$ cat config.mk
export PLATFORM = sky130hd
export DESIGN_NAME = sscnt_queue
export DESIGN_NICKNAME = d
export VERILOG_FILES = /design/src/rtl/sscnt_pkg.sv /design/src/rtl/sscnt_queue.sv
export SDC_FILE = /design/constraint.sdc
export NUM_CORES = 1
export LEC_CHECK = 0
export BUFFER_PORTS_ARGS = -buffer_cell sky130_fd_sc_hd__clkbuf_2
export CAP_MARGIN = 20
export CORE_ASPECT_RATIO = 1.25
export CORE_MARGIN = 4
export CORE_UTILIZATION = 30
export DETAILED_ROUTE_END_ITERATION = 10
export GPL_TIMING_DRIVEN = 0
export SYNTH_ARGS = -nofsm -noshare
export SYNTH_HDL_FRONTEND = slang
export SYNTH_SLANG_ARGS = --single-unit
$ cat constraint.sdc
create_clock -name i_clk -period 4.9 [get_ports i_clk]
set_input_delay 0.245 -clock i_clk [delete_from_list [all_inputs] [get_ports i_clk]]
set_output_delay 0.245 -clock i_clk [all_outputs]
set_load 0.01 [all_outputs]
$ cat src/rtl/sscnt_pkg.sv
// Shared types and constants of the stack signature count table.
package sscnt_pkg;

    localparam int FC_W = 7;

    localparam logic [1:0] K_FRAME = 2'd0;
    localparam logic [1:0] K_CLEAR = 2'd1;
    localparam logic [1:0] K_READ  = 2'd2;

    localparam logic [1:0] ST_NEW  = 2'd0;
    localparam logic [1:0] ST_HIT  = 2'd1;
    localparam logic [1:0] ST_FULL = 2'd2;
    localparam logic [1:0] ST_READ = 2'd3;

    localparam logic [31:0] COUNT_MAX = 32'hFFFF_FFFF;

    typedef enum logic [1:0] {
        OP_CLOSE = 2'd0,
        OP_CLEAR = 2'd1,
        OP_READ  = 2'd2
    } t_op;

    typedef struct packed {
        t_op              op;
        logic [63:0]      key;
        logic [FC_W-1:0]  frames;
        logic             bank;
        logic [5:0]       ridx;
        logic [3:0]       rslot;
    } t_cmd;

endpackage

$ cat src/rtl/sscnt_queue.sv
// Two-entry command queue between the front end and the table engine.
module sscnt_queue (
    input  logic            i_clk,
    input  logic            i_rst_n,
    input  logic            i_push,
    input  sscnt_pkg::t_cmd i_cmd,
    output logic            o_full,
    input  logic            i_pop,
    output logic            o_empty,
    output sscnt_pkg::t_cmd o_cmd
);
    import sscnt_pkg::*;

    t_cmd       r_mem [2];
    logic       r_wp;
    logic       r_rp;
    logic [1:0] r_cnt;

    assign o_full  = (r_cnt == 2'd2);
    assign o_empty = (r_cnt == 2'd0);
    assign o_cmd   = r_mem[r_rp];

    always_ff @(posedge i_clk) begin
        if (i_push) begin
            r_mem[r_wp] <= i_cmd;
        end
    end

    always_ff @(posedge i_clk) begin
        if (!i_rst_n) begin
            r_wp  <= 1'b0;
            r_rp  <= 1'b0;
            r_cnt <= '0;
        end else begin
            if (i_push) begin
                r_wp <= ~r_wp;
            end
            if (i_pop) begin
                r_rp <= ~r_rp;
            end
            r_cnt <= r_cnt + 2'(i_push) - 2'(i_pop);
        end
    end
endmodule

== Word level (Yosys, flattened, before mapping) ==
Memories as Yosys holds them, arrays and structs flattened. A register that Yosys moved wholly into a read port is not among the register bits.
Cells that the tools add are included.
Storage, ports and cells
  flip-flop bits (word level): 4
  latch bits: 0
  bits in writable memories: 168
  ROM bits: 0
  input bits: 88
  output and inout port bits: 86
  logic and storage cells: 14
  memories kept: 1
Memories
  r_mem: words 2, width 84, read ports 1, clocked after memory_dff 1, wr ports 1, line sscnt_queue.sv:14  | t_cmd r_mem [2];
Operators by class
  add/subtract/negate cells: 2
  multipliers: 0
  div/mod/pow operators: 0
  $lt $le $gt $ge: 0
  equality and inequality tests: 1
  shift operators: 0
  mux-type cells: 4
  bitwise operators: 2
  reduce and logical (&&, ||, !) cells: 1
Operators by type and width (number)
  two-way mux 1 bit: 4
  adder 2 x 1 -> 2 bit: 1
  == test 2 bit, second input constant: 1
  zero test 2 bit: 1
  NOT 1 bit: 2
  subtractor 2 x 1 -> 2 bit: 1

== Longest topological paths before layout ==
Gate-level depths: netlist of the first run.
  word-level depth: 3
  depth in mapped cells: 6
  depth with buffers taken out: 6

== Worst setup path before layout of the first run ==
Ideal clock, no wire load.
  path type: reg2reg
  start point: register r_wp
  end point: memory r_mem[0][0] (netlist name), enable pin
  setup time: 0.538 ns
  arrival: 4.046 ns
  data required time: 4.362 ns
  slack: 0.316 ns
  stages on the path, launching flop included: 2
  path buffers: 0
  clock period less this slack: 4.584 ns
  path through: dfxtp_1 > nor2b_1
RTL lines
  start, declared: line sscnt_queue.sv:15  | logic r_wp;
  start signal, assigned: line sscnt_queue.sv:36  | r_wp <= ~r_wp;
  end, declared: line sscnt_queue.sv:14
No word-level cell before the write port.

==> flow_summary_export.csv, run 1 <==
group,metric,value,unit
finish,layout_commonest_cell,"clkbuf_2",
finish,drive_above_1_share,55.3,%
timing,clock.fmax,519,MHz
floorplan,fp.dieH,173,um
finish,diodes,0,
setup_path,critPathLaunchType,"flop",
timing,slew_violations,0,
clock_tree,numCtsBuffers,17,
place,dp.cells,739,
floorplan,core,0.0215,mm^2
setup_path,arrival,1.68,ns
yosys,syn_area,0.00653,mm^2
routing,drt_iter0_drc,150,
yosys,ys_seq_elements,173,
setup_path,cp_slowest_cell,"dfxtp_1",
setup_path,cpMostUsedCell,"buf_6",
yosys,ys_types,14,
power,power,3.44,mW
floorplan,die_width,140,um
finish,final_cell_mix,"clkbuf_2, edfxtp_1, mux2_4",
timing,grt_setup_unrepaired,"false",
timing,worst_pin_slew,0.606,ns
routing,firstDrtPassIters,4,
yosys,synth_top_cell_area_share,77.3,%
power,power_density,382,mW/mm^2
yosys,synth.avg_cell_area,23.2,um^2
timing,period_needed,1.93,ns
timing,max_slew_margin,59.6,%
floorplan,pin_count,174,
finish,area_delta_synth_final,38.0,%
floorplan,die_area,0.0242,mm^2
setup_path,worstPathCellList,"buf_6, buf_6, mux2_4, clkbuf_2",
setup_path,criticalPathCategory,"flop to output port",
global_route,grt_first_pass_wirelength,20.0,mm
global_route,overflow,0,
routing,routed_wl,12.7,mm
global_route,grt_pass1_vias,3840,
global_route,grt_use_total,10.7,%
worst_hold_path,hold_class,"input port to flop",
clock_tree,clk_pin_slew_worst_paths,0.07,ns
yosys,synth_nets,372,
clock_tree,cts_setup_buffers,0,
setup_path,slowest_delay,0.36,ns
clock_tree,cts_tree,"built",
routing,via_count,3403,
timing,period_share,39.3,%
power,ir_worst_vdd,0.226,mV
floorplan,start_util,30.4,%
global_route,grt_antenna_before_repair,0,
place,dp_hpwl,8.96,mm
finish,final_nets,625,
setup_path,end_kind,"output port",
yosys,seq_area_frac_synth,78.8,%
setup_path,cp.required,4.66,ns
global_route,grt_start_max_net_pins,47,
clock_tree,clock-sinks,173,
finish,fillCellCount,1972,
floorplan,fp-row-count,60,
timing,finClkSkew,0.0125,ns
outcome,status,"complete, no violations",
yosys,yosysWarnings,0,
routing,vias_per_cell,4.11,
finish,fin_cells,827,
clock_tree,cts.htree.levels,4,
yosys,yosys.area.top_type,"edfxtp_1",
setup_path,worst-path-max-fanout,10,
place,io_buffer_count,173,
clock_tree,clockBufferDepth,2,
clock_tree,cts_root_buf,"clkbuf_16",
place,routabilityCongestion,0.705,
timing,setup_viol,0,
routing,drc,0,
routing,detail-route-antenna-nets,0,
yosys,synth_area_leaders,"edfxtp_1, mux2_4, mux2_2",
timing,timing.hold.ws,0.0259,ns
timing,hold_viol,0,
power,leakagePower,3.56,nW
clock_tree,insertion_delay,0.41,ns
routing,post_drt_wl_per_cell,15.3,um
yosys,synth_cells,282,
run,drv_cap,0,
==> state kept, by name (all words and copies together) (netlist names), named ones only <==
signal,count
r_rp,1
r_cnt,2
r_wp,1
r_mem,168
==> synth_stat cells <==
cell type and n:
edfxtp_1 168, mux2_4 60, mux2_2 24, buf_6 7
dfxtp_1 5, and2_1 4, nor2b_1 4, buf_2 2
ha_1 2, inv_1 2, nor2_1 1, o21a_1 1
xnor3_1 1, xor2_1 1
==> kinds of logic after synthesis <==
| family | synth area share (%) |
|---|---|
| multiplexers | 17.9 |
| AND/OR/NAND/NOR | 0.824 |
| flip-flops | 78.8 |
| XOR/XNOR | 0.479 |
| buffers and inverters | 1.48 |
| AO/OA/AOI/OAI | 0.115 |
| adder cells (fa/ha/maj) | 0.383 |
==> report_power, final <==
group	leakage [nW]	switching [mW]	internal, mW
Clock	0.267	0.560	0.708
Sequential	1.62	0.0207	1.71
Combinational	1.67	0.201	0.243
Total	3.56	0.782	2.66
==> layer usage <==
| metal | part of all wire [%] | vias up | GRT usage, % |
|---|---|---|---|
| li1 | - | 1616 | - |
| met1 | 41 | 1680 | 11.9 |
| met2 | 53 | 99 | 19.1 |
| met5 | 0 | - | 0 |
| met4 | 0.87 | 0 | 3.27 |
| met3 | 5.7 | 8 | 3.73 |
==> repair_timing <==
| action | 4_1_cts | 5_1_grt |
|---|---|---|
| hold buffers | 54 | 2 |
| endpoints found under the hold margin | 103 | 3 |
| resized for setup | 0 | 0 |
==> critical path: cells and delay by family, from the launching register on <==
| kind | cells | cell delay (ns) |
|---|---|---|
| buffers and inverters | 3 | 0.58 |
| flip-flops | 1 | 0.36 |
| multiplexers | 1 | 0.31 |
==> per-stage QoR <==
stage / util (%) / instance area [um^2] / worst slack (ns) / setup TNS (ns)
floorplan: - / 6530 / 0.316 / 0
global placement: 36.1 / 7740 / -2.00 / -169.15
detailed placement: 36.7 / 7890 / 3.23 / 0
CTS: 41.9 / 8990 / 2.90 / 0
global route: 42.0 / 9010 / 2.88 / 0
finish: 42.0 / 9010 / 2.97 / 0
==> area by class of cell <==
cell class	count	area, um^2	share of cell area (%)
plain buffers	9	88.8	0.986
clock buffers	18	429	4.76
clock inverters	14	134	1.49
inverters	2	7.51	0.0833
multi-input cells	98	1300	14.4
flip-flops and latches	173	5140	57.1
well taps	279	349	3.88
repair buffers	234	1560	17.3
==> final timing paths <==
check / from / endpoint / slack (ns) / cells past startpoint
worst max-delay path: flop / o_cmd[59] / 2.97 / 4
worst max register to register: r_wp / r_mem[1][81] / 3.25 / 2
worst min-delay path: i_cmd[20] / r_mem[1][20] / 0.03 / 1
worst min register to register: r_rp / flop / 0.59 / 2
Note: power is estimated with default switching activity, not from simulation.
==> run 2: changes to the inputs <==
clock period = 1.6 ns   (was 4.9 ns; I/O delays follow)
==> flow_summary_export.csv, run 2 (synthesized netlist as in run 1, its figures left out) <==
group,metric,value,unit
place,dpl_cell_area,0.00782,mm^2
floorplan,die_width,140,um
timing,finClkSkew,0.0107,ns
finish,stdcell_area,0.00958,mm^2
setup_path,worstPathCellList,"buf_12, buf_12, mux2_4, clkbuf_2",
setup_path,worst-path-max-fanout,10,
clock_tree,cts_tree,"built",
floorplan,core,0.0215,mm^2
clock_tree,insertion_delay,0.42,ns
global_route,overflow,0,
setup_path,cp.required,1.52,ns
setup_path,arrival,1.56,ns
global_route,grt_antenna_before_repair,0,
place,pre_cts_slack,-0.0366,ns
finish,final_cell_mix,"edfxtp_1, clkbuf_2, dlygate4sd3_1",
worst_hold_path,hold_class,"input port to flop",
worst_hold_path,whs_path_depth,3,
finish,fillCellCount,1914,
clock_tree,clockBufferDepth,2,
routing,drt_iter0_drc,117,
routing,detail-route-antenna-nets,0,
setup_path,r2r_slack,0.15,ns
finish,top_regs,"r_mem: 168 flops, r_cnt: 2 flops",
power,ir_worst_vdd,0.676,mV
timing,max_slew_margin,54.6,%
power,leakagePower,3.80,nW
routing,firstDrtPassIters,4,
timing,worst_pin_slew,0.678,ns
timing,period_needed,1.64,ns
clock_tree,clock-sinks,173,
place,routabilityCongestion,0.674,
finish,drive_above_1_share,53.3,%
setup_path,r2r_end,"r_mem[1][74]",
setup_path,ff2ff_path_depth,2,
finish,fin_cells,861,
global_route,grt_pass1_vias,4183,
floorplan,fp.dieH,173,um
setup_path,end_kind,"output port",
floorplan,pin_count,174,
worst_hold_path,holdCritStartpoint,"i_push",
routing,vias_per_cell,4.20,
clock_tree,cts_root_buf,"clkbuf_16",
timing,clock.fmax,611,MHz
global_route,grt_use_total,11.2,%
timing,period_share,102,%
finish,area_delta_synth_final,46.7,%
worst_hold_path,hold_path_end,"r_wp",
clock_tree,cts.htree.levels,4,
place,dp.cells,737,
outcome,violations,"negative setup slack",
place,io_buffer_count,173,
setup_path,slowest_delay,0.38,ns
setup_path,critPathLaunchType,"flop",
routing,via_count,3618,
setup_path,criticalPathCategory,"flop to output port",
finish,regMostFlops,"r_mem",
setup_path,worstReg2RegStart,"r_wp",
setup_path,cpMostUsedCell,"buf_12",
timing,setup_ws,-0.0356,ns
clock_tree,clk_pin_slew_worst_paths,0.07,ns
finish,diodes,0,
run,drv_cap,0,
power,power,10.9,mW
floorplan,fp-row-count,60,
floorplan,die_area,0.0242,mm^2
timing,setup_viol,61,
timing,grt_setup_unrepaired,"true",
routing,post_drt_wl_per_cell,15.5,um
routing,drc,0,
finish,final_nets,659,
place,dp_hpwl,8.60,mm
global_route,grt_start_max_net_pins,43,
global_route,grt_first_pass_wirelength,21.3,mm
clock_tree,numCtsBuffers,17,
finish,layout_commonest_cell,"edfxtp_1",
power,power_density,1140,mW/mm^2
finish,largest_reg_flops,168,
floorplan,start_util,30.4,%
outcome,status,"finished with violations",
routing,routed_wl,13.4,mm
setup_path,cp_slowest_cell,"dfxtp_4",
timing,hold_viol,0,
timing,slew_violations,0,
## run 2: how the worst max path moves through the flow
stage | start | endpoint | slack (ns) | depth (start not counted)
global route | flop | o_cmd[68] | -0.12 | 4
detailed placement | r_wp | r_mem[0][79] | -0.04 | 2
floorplan | r_wp | r_mem[0][0] | -0.40 | 1
finish | flop | o_cmd[69] | -0.04 | 4
CTS | flop | o_cmd[68] | -0.08 | 4
global placement | r_wp | r_mem[0][79] | -1.09 | 1
## run 2: layer usage
metal | part of all wire, % | GRT usage (%) | wire (um)
met1 | 37 | 11.3 | 4950
met2 | 56 | 21.1 | 7460
met3 | 5.8 | 4.07 | 777
met4 | 1.3 | 3.72 | 178
met5 | 0 | 0 | 0
## run 2: worst max-delay path: cells and delay by family, from the launching register on
family | cells | cell delay (ns)
buf+inv | 3 | 0.45
flops | 1 | 0.38
mux | 1 | 0.30
## run 2: what timing repair did
action,4_1_cts,5_1_grt
pin swaps,1,0
resized for setup,20,45
cloned,2,3
hold buffers,86,0
setup buffers,1,0
endpoints found under the hold margin,173,0
setup endpoints to repair,183,84
## run 2: through the flow
step	utilization [%]	hold slack (ns)	setup TNS, ns
floorplan	-	0.179	-53.68
global placement	36.1	0.269	-160.30
detailed placement	36.4	0.273	-2.13
CTS	43.7	0.0525	-5.00
global route	44.6	0.0476	-7.90
finish	44.6	0.0651	-1.17
## run 2: cell type report
cell class | instances | area, um^2 | area share [%]
Buffer | 9 | 155 | 1.62
Clock buffer | 17 | 425 | 4.44
Tap cell | 279 | 349 | 3.64
Sequential cell | 173 | 5150 | 53.7
Clock inverter | 15 | 150 | 1.57
Timing Repair Buffer | 266 | 2010 | 21.0
Inverter | 2 | 7.51 | 0.0783
Multi-Input combinational cell | 100 | 1330 | 13.9
## run 2: where the power goes
group	leakage [nW]	internal, mW	total (mW)	switching [mW]
logic	1.89	0.914	1.57	0.655
registers	1.62	5.23	5.30	0.0693
clock network	0.289	2.21	4.03	1.82
total	3.80	8.36	10.9	2.54
==> run 3: changes to the inputs <==
clock period = 1.37 ns   (was 1.6 ns; I/O delays follow)
==> flow_summary_export.csv, run 3 (synthesized netlist as in run 1, its figures left out) <==
group,metric,value,unit
timing,setup_ws,-0.267,ns
clock_tree,clockBufferDepth,2,
outcome,violations,"negative setup slack",
clock_tree,insertion_delay,0.42,ns
timing,finClkSkew,0.00930,ns
setup_path,crit_buf_inv,3,
place,routabilityCongestion,0.709,
power,power,13.0,mW
finish,drive_above_1_share,54.1,%
outcome,status,"finished with violations",
finish,layout_commonest_cell,"clkbuf_2",
routing,drt_iter0_drc,87,
floorplan,start_util,30.4,%
setup_path,cp_slowest_cell,"dfxtp_4",
timing,hold_viol,0,
floorplan,fp-row-count,60,
worst_hold_path,whs_path_depth,3,
finish,fin_cells,869,
setup_path,r2r_slack,0.07,ns
clock_tree,clock-sinks,173,
timing,period_needed,1.64,ns
global_route,grt_start_max_net_pins,31,
setup_path,criticalPathCategory,"flop to output port",
finish,final_nets,668,
clock_tree,numCtsBuffers,17,
floorplan,core,0.0215,mm^2
routing,routed_wl,14.0,mm
timing,period_share,119,%
clock_tree,cts_root_buf,"clkbuf_16",
worst_hold_path,holdCritStartpoint,"i_push",
place,dp.cells,738,
timing,max_slew_margin,78.4,%
finish,final_cell_mix,"clkbuf_2, edfxtp_1, dlygate4sd3_1",
floorplan,pin_count,174,
timing,grt_setup_unrepaired,"true",
routing,drc,0,
global_route,grt_first_pass_wirelength,21.8,mm
setup_path,arrival,1.57,ns
finish,largest_reg_flops,168,
timing,clock.fmax,611,MHz
run,drv_cap,0,
clock_tree,clk_pin_slew_worst_paths,0.06,ns
setup_path,worstPathCellList,"buf_12, clkbuf_16, mux2_4, clkbuf_2",
worst_hold_path,hold_class,"input port to flop",
global_route,overflow,0,
power,power_density,1360,mW/mm^2
global_route,grt_antenna_before_repair,0,
timing,worst_pin_slew,0.325,ns
setup_path,end_kind,"output port",
floorplan,die_area,0.0242,mm^2
routing,firstDrtPassIters,4,
routing,post_drt_wl_per_cell,16.1,um
floorplan,fp.dieH,173,um
routing,vias_per_cell,4.17,
setup_path,critPathLaunchType,"flop",
worst_hold_path,hold_path_end,"r_wp",
finish,top_regs,"r_mem: 168 flops, r_cnt: 2 flops",
global_route,grt_pass1_vias,4152,
clock_tree,cts_tree,"built",
setup_path,cpLargestDelayFamily,"buffers and inverters",
routing,via_count,3628,
setup_path,worst-path-max-fanout,11,
setup_path,slowest_delay,0.36,ns
place,io_buffer_count,173,
power,ir_worst_vdd,0.818,mV
place,dp_hpwl,8.73,mm
setup_path,cp.required,1.30,ns
global_route,grt_use_total,11.8,%
power,leakagePower,3.82,nW
clock_tree,cts.htree.levels,4,
finish,regMostFlops,"r_mem",
floorplan,die_width,140,um
finish,area_delta_synth_final,47.3,%
timing,setup_viol,84,
finish,diodes,0,
setup_path,ff2ff_path_depth,6,
setup_path,r2r_end,"r_cnt[1]",
setup_path,worstReg2RegStart,"r_cnt[0]",
timing,slew_violations,0,
routing,detail-route-antenna-nets,0,
run 3: changes by cell type in the layout (fill, tap and decap cells not counted), sizes merged:
| cell | change |
|---|---|
| inv | -6 |
| buf | -8 |
| clkinv | -2 |
| clkinvlp | +3 |
| bufinv | +3 |
| and2 | +1 |
| bufbuf | +1 |
| clkbuf | +17 |
| nor2b | -1 |
run 3: layout make-up:
| type | count | area (um^2) |
|---|---|---|
| Buffer | 9 | 170 |
| Timing Repair Buffer | 275 | 2010 |
| Fill cell | 1927 | 11900 |
| Multi-Input combinational cell | 100 | 1320 |
| Inverter | 2 | 7.51 |
| Clock inverter | 13 | 188 |
| Clock buffer | 18 | 429 |
| Sequential cell | 173 | 5150 |
| Tap cell | 279 | 349 |
run 3: worst max-delay path by stage:
stage          from           end  slack [ns]  cells after the start
6_report       flop     o_cmd[74]       -0.27                      4
5_1_grt        flop     o_cmd[43]       -0.32                      4
4_1_cts        flop     o_cmd[80]       -0.31                      4
3_5_place_dp   r_wp  r_mem[1][67]       -0.24                      2
3_3_place_gp   r_wp  r_mem[0][64]       -1.32                      1
2_1_floorplan  r_wp   r_mem[0][0]       -0.63                      1
run 3: power by group:
group	switching (mW)	internal, mW
Sequential	0.0788	6.12
Clock	1.97	3.06
Combinational	0.774	1.05
run 3: tightest hold or removal path, delay by kind of cell:
| kind | cells | cell delay, ns |
|---|---|---|
| compound gates | 1 | 0.11 |
| simple gates | 1 | 0.15 |
| buf+inv | 1 | 0.17 |
run 3: repair_timing:
action,CTS,global route
hold endpoints to repair,173,0
pin swaps,1,0
buffers inserted,7,1
gates resized for setup,19,8
hold buffers,86,0
setup endpoints to repair,152,85
gates cloned,5,1
run 3: routing by layer:
layer	vias up	track usage, %	share of wire, %
met2	109	21.3	54
met1	1793	12.7	39
li1	1708	-	-
met4	0	4.85	1.9
met3	18	3.71	5.3
met5	-	0	0
run 3: per-stage QoR:
stage          hold slack (ns)  setup TNS, ns  utilization (%)  cell area (um^2)  setup slack [ns]
6_report                 0.109         -19.28             44.8              9620            -0.267
5_1_grt                  0.125         -24.38             44.8              9620            -0.323
4_1_cts                 0.0873         -22.80             44.5              9550            -0.309
3_3_place_gp             0.257        -198.00             36.1              7750             -1.32
2_1_floorplan            0.167         -92.55                -              6540            -0.628
3_5_place_dp             0.261         -13.06             36.6              7850            -0.245
